## src/rtl/cpio_newc_stream_parser_top_macros.svh

```systemverilog
// Assertion macros for the cpio newc stream parser.
// Included by the RTL files that carry concurrent checks; needs nothing else.
`ifndef CPIO_NEWC_STREAM_PARSER_TOP_MACROS_SVH
`define CPIO_NEWC_STREAM_PARSER_TOP_MACROS_SVH

`ifndef SYNTHESIS

// Check a property on every rising edge, off while reset is asserted.
`define CNSP_ASSERT(label, clk, rstn, prop, msg) \
    label: assert property (@(posedge clk) disable iff (!(rstn)) (prop)) else $error(msg);

// Check a property on every rising edge, also during reset.
`define CNSP_ASSERT_ALWAYS(label, clk, prop, msg) \
    label: assert property (@(posedge clk) (prop)) else $error(msg);

`else

`define CNSP_ASSERT(label, clk, rstn, prop, msg)
`define CNSP_ASSERT_ALWAYS(label, clk, prop, msg)

`endif

`endif

```

## src/rtl/cnsp_pkg.sv

```systemverilog
// Types, constants and small decode functions for the cpio newc stream parser.
// No dependencies.
`default_nettype none

package cnsp_pkg;

    localparam int HEX_DIGITS = 8;
    localparam int CHAR_POS_W = $clog2(HEX_DIGITS);

    // Result kinds
    localparam logic [2:0] KIND_FIELD     = 3'd0;
    localparam logic [2:0] KIND_NAME      = 3'd1;
    localparam logic [2:0] KIND_DATA      = 3'd2;
    localparam logic [2:0] KIND_ENTRY_END = 3'd3;
    localparam logic [2:0] KIND_ERROR     = 3'd4;

    // Header field numbers
    localparam logic [3:0] FIELD_FILESIZE = 4'd6;
    localparam logic [3:0] FIELD_NAMESIZE = 4'd11;
    localparam logic [3:0] FIELD_LAST     = 4'd12;
    localparam logic [3:0] NUM_FIELDS     = 4'd13;

    localparam logic [CHAR_POS_W-1:0] MAGIC_LAST = CHAR_POS_W'(5);
    localparam logic [31:0]           TRAILER_LEN = 32'd11;

    typedef enum logic [6:0] {
        PH_MAGIC   = 7'b0000001,
        PH_FIELDS  = 7'b0000010,
        PH_NAME    = 7'b0000100,
        PH_NAMEPAD = 7'b0001000,
        PH_DATA    = 7'b0010000,
        PH_DATAPAD = 7'b0100000,
        PH_ERROR   = 7'b1000000
    } phase_t;

    typedef struct packed {
        logic        ok;
        logic [3:0]  digit;
    } hex_t;

    typedef struct packed {
        phase_t      phase;
        logic        load_name;
        logic        load_data;
        logic        ended;
    } seg_t;

    typedef struct packed {
        logic        valid;
        logic [2:0]  kind;
        logic [3:0]  index;
        logic [31:0] value;
        logic [7:0]  byte_val;
        logic        last;
        logic        trailer;
    } res_t;

    function automatic logic [7:0] magic_char(input logic [CHAR_POS_W-1:0] pos);
        logic [7:0] c;
        case (pos)
            CHAR_POS_W'(0): c = "0";
            CHAR_POS_W'(1): c = "7";
            CHAR_POS_W'(2): c = "0";
            CHAR_POS_W'(3): c = "7";
            CHAR_POS_W'(4): c = "0";
            CHAR_POS_W'(5): c = "1";
            default:        c = 8'h00;
        endcase
        return c;
    endfunction

    function automatic logic [7:0] trailer_char(input logic [3:0] pos);
        logic [7:0] c;
        case (pos)
            4'd0:    c = "T";
            4'd1:    c = "R";
            4'd2:    c = "A";
            4'd3:    c = "I";
            4'd4:    c = "L";
            4'd5:    c = "E";
            4'd6:    c = "R";
            4'd7:    c = "!";
            4'd8:    c = "!";
            4'd9:    c = "!";
            default: c = 8'h00;
        endcase
        return c;
    endfunction

    function automatic hex_t hex_decode(input logic [7:0] c);
        hex_t h;
        h = '0;
        if (c >= "0" && c <= "9") begin
            h.ok    = 1'b1;
            h.digit = 4'(c - "0");
        end else if (c >= "a" && c <= "f") begin
            h.ok    = 1'b1;
            h.digit = 4'(c - "a" + 8'd10);
        end else if (c >= "A" && c <= "F") begin
            h.ok    = 1'b1;
            h.digit = 4'(c - "A" + 8'd10);
        end
        return h;
    endfunction

    // Pick the next non-empty segment at or after p; ended when none is left.
    function automatic seg_t enter_segment(input phase_t p, input logic [31:0] nlen,
                                           input logic [31:0] dlen, input logic [1:0] olb);
        seg_t s;
        logic from_name;
        logic from_npad;
        logic from_data;
        s         = '0;
        s.phase   = PH_MAGIC;
        from_name = (p == PH_NAME);
        from_npad = from_name || (p == PH_NAMEPAD);
        from_data = from_npad || (p == PH_DATA);
        if (from_name && nlen != 32'd0) begin
            s.phase     = PH_NAME;
            s.load_name = 1'b1;
        end else if (from_npad && olb != 2'd0) begin
            s.phase = PH_NAMEPAD;
        end else if (from_data && dlen != 32'd0) begin
            s.phase     = PH_DATA;
            s.load_data = 1'b1;
        end else if (olb != 2'd0) begin
            s.phase = PH_DATAPAD;
        end else begin
            s.ended = 1'b1;
        end
        return s;
    endfunction

endpackage

`default_nettype wire

```

## src/rtl/cpio_newc_stream_parser_top.sv

```systemverilog
// cpio newc archive stream parser: magic check, hex header decode, name/data pass-through.
// Depends on cnsp_pkg and cpio_newc_stream_parser_top_macros.svh.
//
//  channel | ports            | direction | content
//  --------+------------------+-----------+------------------------------------------
//  s_      | valid/ready      | in        | s_in_byte: one raw archive byte per item
//  m_      | valid/ready      | out       | kind, field index/value, byte, entry end
//
// The parser state and the result register update at the edge that accepts the byte, so a
// new byte is taken every cycle while the output register is empty or m_ready is high.
// A result sits in the output register; s_ready stays high while it is being taken.
// Bytes that give no result (magic, partial hex digits, padding) are still accepted.
// Synchronous active-low reset returns to "expect magic"; after a format error all
// bytes are dropped until reset.
`default_nettype none

`include "cpio_newc_stream_parser_top_macros.svh"

module cpio_newc_stream_parser_top
    import cnsp_pkg::*;
(
    input  wire logic        aclk,
    input  wire logic        aresetn,
    input  wire logic        s_valid,
    output logic             s_ready,
    input  wire logic [7:0]  s_in_byte,
    output logic             m_valid,
    input  wire logic        m_ready,
    output logic [2:0]       m_out_kind,
    output logic [3:0]       m_field_index,
    output logic [31:0]      m_field_value,
    output logic [7:0]       m_byte_value,
    output logic             m_entry_last,
    output logic             m_is_trailer
);

    phase_t                  phase_reg,     phase_next;
    logic [CHAR_POS_W-1:0]   char_pos_reg,  char_pos_next;
    logic [3:0]              field_num_reg, field_num_next;
    logic [31:0]             acc_reg,       acc_next;
    logic [31:0]             name_len_reg,  name_len_next;
    logic [31:0]             data_len_reg,  data_len_next;
    logic [31:0]             rem_reg,       rem_next;
    logic [1:0]              olb_reg,       olb_next;
    logic                    trailer_reg,   trailer_next;

    logic                    m_valid_reg,   m_valid_next;
    res_t                    out_reg;

    logic                    accept;
    res_t                    res;
    logic                    out_load;

    assign s_ready  = !m_valid_reg || m_ready;
    assign accept   = s_valid && s_ready;
    assign out_load = accept && res.valid;

    always_comb begin
        hex_t        hex;
        seg_t        seg;
        logic [1:0]  olb_inc;
        logic [31:0] acc_new;
        logic [31:0] rem_dec;
        logic [31:0] name_pos;
        logic [CHAR_POS_W-1:0] pos_new;
        logic        ended;

        phase_next     = phase_reg;
        char_pos_next  = char_pos_reg;
        field_num_next = field_num_reg;
        acc_next       = acc_reg;
        name_len_next  = name_len_reg;
        data_len_next  = data_len_reg;
        rem_next       = rem_reg;
        olb_next       = olb_reg;
        trailer_next   = trailer_reg;
        res            = '0;

        hex      = hex_decode(s_in_byte);
        olb_inc  = olb_reg + 2'd1;
        acc_new  = {acc_reg[27:0], hex.digit};
        pos_new  = char_pos_reg + CHAR_POS_W'(1);
        rem_dec  = rem_reg - 32'd1;
        name_pos = name_len_reg - rem_reg;
        seg      = '0;
        ended    = 1'b0;

        if (accept) begin
            if (phase_reg != PH_ERROR) begin
                olb_next = olb_inc;
            end
            case (phase_reg)
                PH_MAGIC: begin
                    if (char_pos_reg > MAGIC_LAST || s_in_byte != magic_char(char_pos_reg)) begin
                        phase_next = PH_ERROR;
                        res.valid  = 1'b1;
                        res.kind   = KIND_ERROR;
                    end else if (char_pos_reg == MAGIC_LAST) begin
                        char_pos_next  = '0;
                        field_num_next = 4'd0;
                        acc_next       = 32'd0;
                        phase_next     = PH_FIELDS;
                    end else begin
                        char_pos_next = pos_new;
                    end
                end
                PH_FIELDS: begin
                    if (!hex.ok || field_num_reg >= NUM_FIELDS) begin
                        phase_next = PH_ERROR;
                        res.valid  = 1'b1;
                        res.kind   = KIND_ERROR;
                    end else if (pos_new != '0) begin
                        acc_next      = acc_new;
                        char_pos_next = pos_new;
                    end else begin
                        res.valid     = 1'b1;
                        res.kind      = KIND_FIELD;
                        res.index     = field_num_reg;
                        res.value     = acc_new;
                        acc_next      = 32'd0;
                        char_pos_next = '0;
                        if (field_num_reg == FIELD_FILESIZE) begin
                            data_len_next = acc_new;
                        end
                        if (field_num_reg == FIELD_NAMESIZE) begin
                            name_len_next = acc_new;
                        end
                        if (field_num_reg == FIELD_LAST) begin
                            // header ends at offset 2 mod 4, so the entry cannot end here
                            field_num_next = 4'd0;
                            seg = enter_segment(PH_NAME, name_len_reg, data_len_reg, olb_inc);
                            phase_next = seg.phase;
                            if (seg.load_name) begin
                                rem_next = name_len_reg;
                            end else if (seg.load_data) begin
                                rem_next = data_len_reg;
                            end
                        end else begin
                            field_num_next = field_num_reg + 4'd1;
                        end
                    end
                end
                PH_NAME, PH_DATA: begin
                    if (phase_reg == PH_NAME && name_pos < TRAILER_LEN &&
                        s_in_byte != trailer_char(name_pos[3:0])) begin
                        trailer_next = 1'b0;
                    end
                    rem_next     = rem_dec;
                    res.valid    = 1'b1;
                    res.kind     = (phase_reg == PH_NAME) ? KIND_NAME : KIND_DATA;
                    res.byte_val = s_in_byte;
                    if (rem_dec == 32'd0) begin
                        seg = enter_segment((phase_reg == PH_NAME) ? PH_NAMEPAD : PH_DATAPAD,
                                            name_len_reg, data_len_reg, olb_inc);
                        ended      = seg.ended;
                        phase_next = seg.phase;
                        if (seg.load_data) begin
                            rem_next = data_len_reg;
                        end
                    end
                end
                PH_NAMEPAD, PH_DATAPAD: begin
                    // padding bytes are dropped unchecked
                    if (olb_inc == 2'd0) begin
                        seg = enter_segment((phase_reg == PH_NAMEPAD) ? PH_DATA : PH_DATAPAD,
                                            name_len_reg, data_len_reg, olb_inc);
                        ended      = seg.ended;
                        phase_next = seg.phase;
                        if (seg.load_data) begin
                            rem_next = data_len_reg;
                        end
                        if (seg.ended) begin
                            res.valid = 1'b1;
                            res.kind  = KIND_ENTRY_END;
                        end
                    end
                end
                PH_ERROR: begin
                    phase_next = PH_ERROR;
                end
                default: begin
                    phase_next = PH_ERROR;
                end
            endcase

            if (ended) begin
                res.last    = 1'b1;
                res.trailer = trailer_next && (name_len_reg >= TRAILER_LEN);
                // start the next entry
                phase_next     = PH_MAGIC;
                char_pos_next  = '0;
                field_num_next = 4'd0;
                acc_next       = 32'd0;
                name_len_next  = 32'd0;
                data_len_next  = 32'd0;
                rem_next       = 32'd0;
                olb_next       = 2'd0;
                trailer_next   = 1'b1;
            end
        end
    end

    always_comb begin
        if (out_load) begin
            m_valid_next = 1'b1;
        end else if (m_ready) begin
            m_valid_next = 1'b0;
        end else begin
            m_valid_next = m_valid_reg;
        end
    end

    always_ff @(posedge aclk) begin
        if (!aresetn) begin
            phase_reg     <= PH_MAGIC;
            char_pos_reg  <= '0;
            field_num_reg <= 4'd0;
            acc_reg       <= 32'd0;
            name_len_reg  <= 32'd0;
            data_len_reg  <= 32'd0;
            rem_reg       <= 32'd0;
            olb_reg       <= 2'd0;
            trailer_reg   <= 1'b1;
            m_valid_reg   <= 1'b0;
        end else begin
            phase_reg     <= phase_next;
            char_pos_reg  <= char_pos_next;
            field_num_reg <= field_num_next;
            acc_reg       <= acc_next;
            name_len_reg  <= name_len_next;
            data_len_reg  <= data_len_next;
            rem_reg       <= rem_next;
            olb_reg       <= olb_next;
            trailer_reg   <= trailer_next;
            m_valid_reg   <= m_valid_next;
        end
    end

    // result payload, no reset
    always_ff @(posedge aclk) begin
        if (out_load) begin
            out_reg <= res;
        end
    end

    assign m_valid       = m_valid_reg;
    assign m_out_kind    = out_reg.kind;
    assign m_field_index = out_reg.index;
    assign m_field_value = out_reg.value;
    assign m_byte_value  = out_reg.byte_val;
    assign m_entry_last  = out_reg.last;
    assign m_is_trailer  = out_reg.trailer;

    `CNSP_ASSERT(a_error_sticks, aclk, aresetn, (out_load && res.kind == KIND_ERROR) |=> (phase_reg == PH_ERROR), "format error did not enter error phase")
    `CNSP_ASSERT(a_error_silent, aclk, aresetn, (phase_reg == PH_ERROR) |=> (phase_reg == PH_ERROR && !$rose(m_valid_reg)), "result produced in error phase")
    `CNSP_ASSERT(a_entry_restart, aclk, aresetn, (out_load && res.last) |=> (phase_reg == PH_MAGIC && olb_reg == 2'd0 && trailer_reg), "entry end did not restart parser")
    `CNSP_ASSERT(a_segment_nonempty, aclk, aresetn, (phase_reg == PH_NAME || phase_reg == PH_DATA) |-> (rem_reg != 32'd0), "name or data segment with no bytes left")
    `CNSP_ASSERT(a_trailer_on_last, aclk, aresetn, (m_valid && m_is_trailer) |-> m_entry_last, "trailer flag without entry end")

endmodule

`default_nettype wire
```

## config.mk

```make
export PLATFORM = sky130hd
export DESIGN_NAME = cpio_newc_stream_parser_top
export DESIGN_NICKNAME = d
export VERILOG_FILES = /design/src/rtl/cnsp_pkg.sv /design/src/rtl/cpio_newc_stream_parser_top.sv
export VERILOG_INCLUDE_DIRS = /design/src /design/src/rtl
export SDC_FILE = /design/constraint.sdc
export NUM_CORES = 1
export LEC_CHECK = 0
export CORE_ASPECT_RATIO = 0.7
export CORE_MARGIN = 3
export CORE_UTILIZATION = 40
export CTS_CLUSTER_DIAMETER = 100
export DETAILED_ROUTE_END_ITERATION = 16
export DONT_BUFFER_PORTS = 1
export GPL_TIMING_DRIVEN = 0
export PLACE_DENSITY = 0.56
export SETUP_SLACK_MARGIN = 0.5
export SLEW_MARGIN = 20
export SYNTH_ARGS = -nofsm -noshare
export SYNTH_HDL_FRONTEND = slang
export SYNTH_SLANG_ARGS = --single-unit
```

## constraint.sdc

```tcl
create_clock -name aclk -period 9.5 [get_ports aclk]
set_clock_uncertainty 0.05 [all_clocks]
set_input_delay 1.9 -clock aclk [delete_from_list [all_inputs] [get_ports aclk]]
set_output_delay 1.9 -clock aclk [all_outputs]
set_load 0.05 [all_outputs]
```

==> results of run 1 <==
logic make-up (layout without fill, tap and decap cells):
| kind of cell | Yosys count | after routing |
|---|---|---|
| AOI/OAI and AO/OA | 430 | 430 |
| and+or+nand+nor | 506 | 506 |
| adders and majority gates | 47 | 47 |
| buffers and inverters | 168 | 203 |
| DFF | 191 | 191 |
| muxes | 25 | 25 |
| xor gates and xnor gates | 38 | 38 |
cell type report:
cell class | count | area, um^2 | area share [%]
Timing Repair Buffer | 3 | 60.1 | 0.451
Inverter | 73 | 274 | 2.06
Sequential cell | 191 | 4310 | 32.4
Clock buffer | 18 | 450 | 3.38
Tap cell | 405 | 507 | 3.80
Clock inverter | 14 | 140 | 1.05
Buffer | 95 | 414 | 3.11
Multi-Input combinational cell | 1046 | 7160 | 53.8
tightest hold or removal path: stages, from the launching register on:
cell     delay (ns)
dfxtp_1        0.32
nand2_1        0.05
a21oi_1        0.05
worst max path at each step:
stage	startpoint	end	cells after the start
after detailed placement	s_in_byte[1]	name_len_reg[3]	13
after floorplan	s_in_byte[1]	m_byte_value[0]	9
after global routing	s_in_byte[1]	name_len_reg[2]	13
final	s_in_byte[1]	name_len_reg[2]	13
after CTS	s_in_byte[1]	name_len_reg[3]	13
after global placement	s_in_byte[1]	m_field_value[21]	9
power breakdown:
group | total, mW | internal, mW | switching, mW | leakage (nW)
Sequential | 0.870 | 0.842 | 0.0283 | 1.63
Clock | 0.738 | 0.387 | 0.351 | 0.296
Combinational | 0.0741 | 0.0207 | 0.0534 | 3.03
Total | 1.68 | 1.25 | 0.433 | 4.96
per-layer routing:
metal / vias up / part of all wire [%] / track usage [%]
met3: 53 / 11 / 7.20
li1: 5387 / - / -
met2: 548 / 39 / 35.2
met4: 0 / 1.7 / 6.25
met5: - / 0 / 0
met1: 5664 / 49 / 40.6
cell usage in the layout, fill, tap and decap left out, drive strengths merged, types with 8 or more instances in the layout:
cell type  count
nor3          34
mux2i         12
a31oi         11
nor3b          9
nand2b        11
nand3         35
o21ai         80
clkbuf        83
a21o          11
nor4          62
a211oi        14
o31ai         12
mux2          13
dfxtp        142
o211ai        26
a221oi        10
nor2          79
and3          19
a222oi        12
a21oi         88
buf           33
nand4         27
and2          22
or4            8
xor2           8
ha            46
nor2b         10
edfxtp        49
a22o          66
xnor2         30
o21a           9
inv           83
nand2        146
or3            9
a2111oi       10
o221ai        16
through the flow:
stage	total power [mW]	hold WS (ns)
2_1_floorplan	0.935	0.386
3_3_place_gp	0.958	0.397
3_5_place_dp	0.961	0.406
4_1_cts	1.69	0.414
5_1_grt	1.73	0.443
6_report	1.68	0.415
==> impl_metrics.ini, run 1 <==
[placement]
dp.cells = 1813
gp_routability_congestion = 0.979
io_buffer_count = 0
dpl_cell_area_um2 = 12700
dp_hpwl_mm = 34.0
place_worst_setup_slack_ns = 3.54

[clock_tree]
cts_buffer_depth = 2
ctsHtreeMaxLevel = 4
cts_tree = yes
cts_hold_buffers = 0
cts-root-buf = clkbuf_16
postCtsResizedCells = 0
cts_sinks = 191
clk_pin_slew_worst_paths_ns = 0.08
cts-buffers-inserted = 17
clkLatencyLatePin_ns = 0.45
post-cts-setup-buffer-count = 0

[synth]
post-synth-top-count-cell = nand2_1
seq_area_frac_synth_pct = 35.5
synthesis.nets = 1464
yosysTopAreaCell = dfxtp_1
yosys_most_used_dff = dfxtp_1
xor_xnor_cell_area_share_of_the_yosys_netlist_pct = 2.74
postSynth.asyncResetShare_pct = 0
synth-seq-cells = 191
synth_simple_gate_area_share_pct = 23.0
synth_enable_flop_cells = 49
post_synth_most_frequent_cells = nand2_1, dfxtp_1, a21oi_1
synth_adder_area_share_pct = 4.91
synth_top_family_by_area = compound AO/OA/AOI/OAI gates
yosys_warning_count = 0
synthDistinctLibCells = 92
synth_top_area_share_pct = 23.4
synthesis.area_um2 = 12100
postSynthCellCount = 1405
synth_top_cells_by_area = dfxtp_1, edfxtp_1, a22o_1
postSynthAreaPerCell_um2 = 8.64
synth.mux.area_fraction_pct = 2.19
synth_compound_area_share_pct = 25.9

[cells_and_area]
area.growth.synth_to_final_pct = 9.74
fin_area_um2 = 13300
postLayoutCoreUtil_pct = 45.3
antenna_cells = 0
post_layout_nonfiller_instances = 1845
filler_instances = 2952
final_net_count = 1486
drive_gt1_share_pct = 8.33

[floorplan]
io-pin-count = 63
floorplan.die.height_um = 152
floorplan.initialDensity_pct = 41.3
die_footprint_um2 = 32500
placementRows = 52
floorplan.core_area_um2 = 29400
die-width_um = 214

[min_path]
hold_path_class = flop to flop
holdPathStages = 2
min_from = olb_reg[1]
timing.hold.worst_endpoint = olb_reg[1]

[timing]
report.final.setup_viol = 0
post-route-period-util_pct = 59.8
timing.final.hold_violations = 0
finalSetupTns_ns = 0
maxClockFrequency_ghz = 0.176
timing.final.crit_period_ns = 5.68
tightest_slew_ns = 1.09
final_critical_path_setup_slack_ns = 3.82
rsz_0062_raised_after_global_routing = false
timing.slew.headroom_pct = 27.3
timing.final.max_slew_violations = 0

[setup_path]
critical-path-slowest-cell = nor3_1
crit_path_cell_trace = clkbuf_1, inv_1, ha_1, or3b_2, nand4_1, a32oi_1, nand2_1, nor3_1, and2_1, nand2_1, nor3_1, buf_2, a22o_1
worst_setup_path_end_kind = flop
critPathTopFamily = simple AND/OR/NAND/NOR gates
timing.critical_path.required_ns = 9.84
critical_path.startpoint_type = input port
worst-r2r-setup-slack_ns = 3.98
critPathBufInv = 3
timing.critical_path.slowest_cell_delay_ns = 0.78
cp.arrival_ns = 6.02
r2r.worst_path.cells = 13
worstSetupPathType = input port to flop
critical_path.reg2reg.startpoint = rem_reg[14]
rr_endpoint = m_is_trailer
crit_fanout = 10

[grt]
grt.total_usage_pct = 26.2
first_pass_grt_wire_length_mm = 65.6
antenna_found_initial = 0
grt_pass1_vias = 10581
grt_start_max_net_pins = 23
globalRouteOverflowTotal = 0

[routing]
antenna_violating_nets_post_route = 0
drc_violation_count_after_routing = 0
detailed_router_iteration_count_before_antenna_repair = 5
wirelength_mm = 43.2
num_vias = 11652
viasPerCell = 6.32
wl_per_cell_um = 23.4
dr.first_iter.drc_count = 1529

[outcome]
status = finished clean

[power_and_ir_drop]
power.density_nw_per_um2 = 126
cellLeakagePower_nw = 4.96
vdd.ir_drop.worst_v = 0.000116

[flow_run]
maxCapViolCount = 0
Power figures use the tool's default switching activity.
==> run 2: changes to the inputs <==
==> constraint.sdc (replaced) <==
create_clock -name aclk -period 5.8 [get_ports aclk]
set_clock_uncertainty 0.05 [all_clocks]
set_input_delay 1.16 -clock aclk [delete_from_list [all_inputs] [get_ports aclk]]
set_output_delay 1.16 -clock aclk [all_outputs]
set_load 0.05 [all_outputs]
==> run 2 against run 1 <==
  * Count of clock-buffer cells in the layout did not move
  * Critical path type is now flop to flop
  * Critical endpoint is now m_is_trailer
  * Power rose by 65%
  * Die area did not move
  * Via count fell by 0.15%
  * Largest power group unchanged
  * Global-route usage fell by 0.082 points
  * Highest routed layer is now met5
  * Utilization rose by 0.14 points
  * Combinational power rose by 63%
  * Final cell count did not move
  * Sequential power rose by 63%
  * Cell area rose by 0.32%
  * Non-clock buffer count did not move
  * Sequential share of layout area fell by 0.10 points
==> impl_metrics.ini, run 2 (synthesized netlist as in run 1, its figures left out) <==
[clock_tree]
clk_pin_slew_worst_paths_ns = 0.08
cts_hold_buffers = 0
cts_buffer_depth = 2
ctsHtreeMaxLevel = 4
cts-root-buf = clkbuf_16
clkLatencyLatePin_ns = 0.45
cts_sinks = 191
post-cts-setup-buffer-count = 0
cts-buffers-inserted = 17
postCtsResizedCells = 0
cts_tree = yes

[cells_and_area]
layout.cells.most_common_list = nand2_1, dfxtp_1, a21oi_1
final_net_count = 1486
antenna_cells = 0
fin_area_um2 = 13400
filler_instances = 2912
area.growth.synth_to_final_pct = 10.1
drive_gt1_share_pct = 8.47
postLayoutCoreUtil_pct = 45.5
post_layout_nonfiller_instances = 1845
final_common_cell = nand2_1

[grt]
first_pass_grt_wire_length_mm = 64.7
globalRouteOverflowTotal = 0
antenna_found_initial = 1
grt_pass1_vias = 10369
grt_start_max_net_pins = 23
grt.total_usage_pct = 26.1

[routing]
num_vias = 11634
viasPerCell = 6.31
antenna_violating_nets_post_route = 0
detailed_router_iteration_count_before_antenna_repair = 5
dr.first_iter.drc_count = 1412
wirelength_mm = 43.6
wl_per_cell_um = 23.6
drc_violation_count_after_routing = 0

[floorplan]
die_footprint_um2 = 32500
io-pin-count = 63
placementRows = 52
floorplan.initialDensity_pct = 41.3
floorplan.core_area_um2 = 29400
die-width_um = 214
floorplan.die.height_um = 152

[timing]
timing.slew.headroom_pct = 23.1
rsz_0062_raised_after_global_routing = false
timing.final.crit_period_ns = 5.02
report.final.setup_viol = 0
tightest_slew_ns = 1.14
maxClockFrequency_ghz = 0.199
hold_slack_ns = 0.417
timing.final.max_slew_violations = 0
timing.final.hold_violations = 0
post-route-period-util_pct = 86.5

[setup_path]
critPathTopFamily = compound AO/OA/AOI/OAI gates
critical_path.startpoint_type = flop
critical-path-top-cell-by-count = a21oi_1
worstSetupPathType = flop to flop
critPathBufInv = 3
cp.arrival_ns = 5.15
crit_path_cell_trace = clkbuf_1, inv_1, ha_1, clkbuf_1, o21a_1, a21oi_1, o211a_1, a21oi_1, or4b_2, a2111oi_0, o2111ai_1, nor4_2, a21oi_1
worst_setup_path_end_kind = flop
crit_fanout = 9
critical-path-slowest-cell = a2111oi_0
timing.critical_path.slowest_cell_delay_ns = 0.72
timing.critical_path.required_ns = 5.93

[power_and_ir_drop]
power.density_nw_per_um2 = 208
swShare_pct = 26.1
seq_power_share_pct = 51.2
p_switching_uw = 726
cellLeakagePower_nw = 4.96
pwr-share-clk_pct = 44.4
power_report.internal_total_mw = 2.06
p_comb_share_pct = 4.4
design_power_total_mw = 2.78
vdd.ir_drop.worst_v = 0.000250

[placement]
io_buffer_count = 0
gp_routability_congestion = 0.992
dp.cells = 1813
dpl_cell_area_um2 = 12700
dp_hpwl_mm = 34.5

[min_path]
hold_path_class = flop to flop

[flow_run]
maxCapViolCount = 0

[outcome]
status = finished clean
## run 2: changes by cell type in the layout (fill, tap and decap cells not counted), moves of 2 or more
cell / delta
inv_4: -2
clkinvlp_4: +2
inv_6: -2
clkinv_8: +3
## run 2: final timing paths
kind	start	to	slack [ns]	cells past startpoint
worst max-delay path	rem_reg[14]	m_is_trailer	0.78	13
worst max register to register	rem_reg[14]	m_is_trailer	0.78	13
worst min-delay path	olb_reg[1]	olb_reg[1]	0.42	2
worst min register to register	olb_reg[1]	olb_reg[1]	0.42	2
## run 2: worst reg2reg max path, stage by stage, from the launching register on
cell and delay (ns):
dfxtp_1 0.31, clkbuf_1 0.31, inv_1 0.19, ha_1 0.30
clkbuf_1 0.25, o21a_1 0.27, a21oi_1 0.35, o211a_1 0.22
a21oi_1 0.11, or4b_2 0.64, a2111oi_0 0.72, o2111ai_1 0.34
nor4_2 0.58, a21oi_1 0.13
## run 2: layer usage
metal  track usage (%)  routed length [um]  vias up
li1                  -                   -     5390
met1              40.2               21300     5661
met2              34.3               16700      525
met3              7.75                4640       56
met4              7.54                 919        2
met5                 0                  13        -
## run 2: area by class of cell
cell class              instances  area [um^2]  share of cell area [%]
multi-input cells            1046         7180                    53.7
flip-flops and latches        191         4310                    32.3
well taps                     405          507                    3.79
clock buffers                  18          450                    3.37
plain buffers                  95          414                    3.10
inverters                      73          274                    2.05
clock inverters                14          171                    1.28
repair buffers                  3         60.1                   0.449
## run 2: power groups by stage
stage | sequential [mW] | combinational (mW) | clock, mW
2_1_floorplan | 1.45 | 0.0762 | 0
3_3_place_gp | 1.46 | 0.110 | 0
3_5_place_dp | 1.46 | 0.119 | 0
4_1_cts | 1.42 | 0.119 | 1.25
5_1_grt | 1.43 | 0.131 | 1.30
6_report | 1.42 | 0.121 | 1.24
## run 2: through the flow
step	TNS (ns)	worst slack [ns]
final	0	0.783
after global routing	0	0.574
after CTS	0	0.606
after detailed placement	0	0.653
after global placement	-1.67	-0.0428
after floorplan	0	1.09
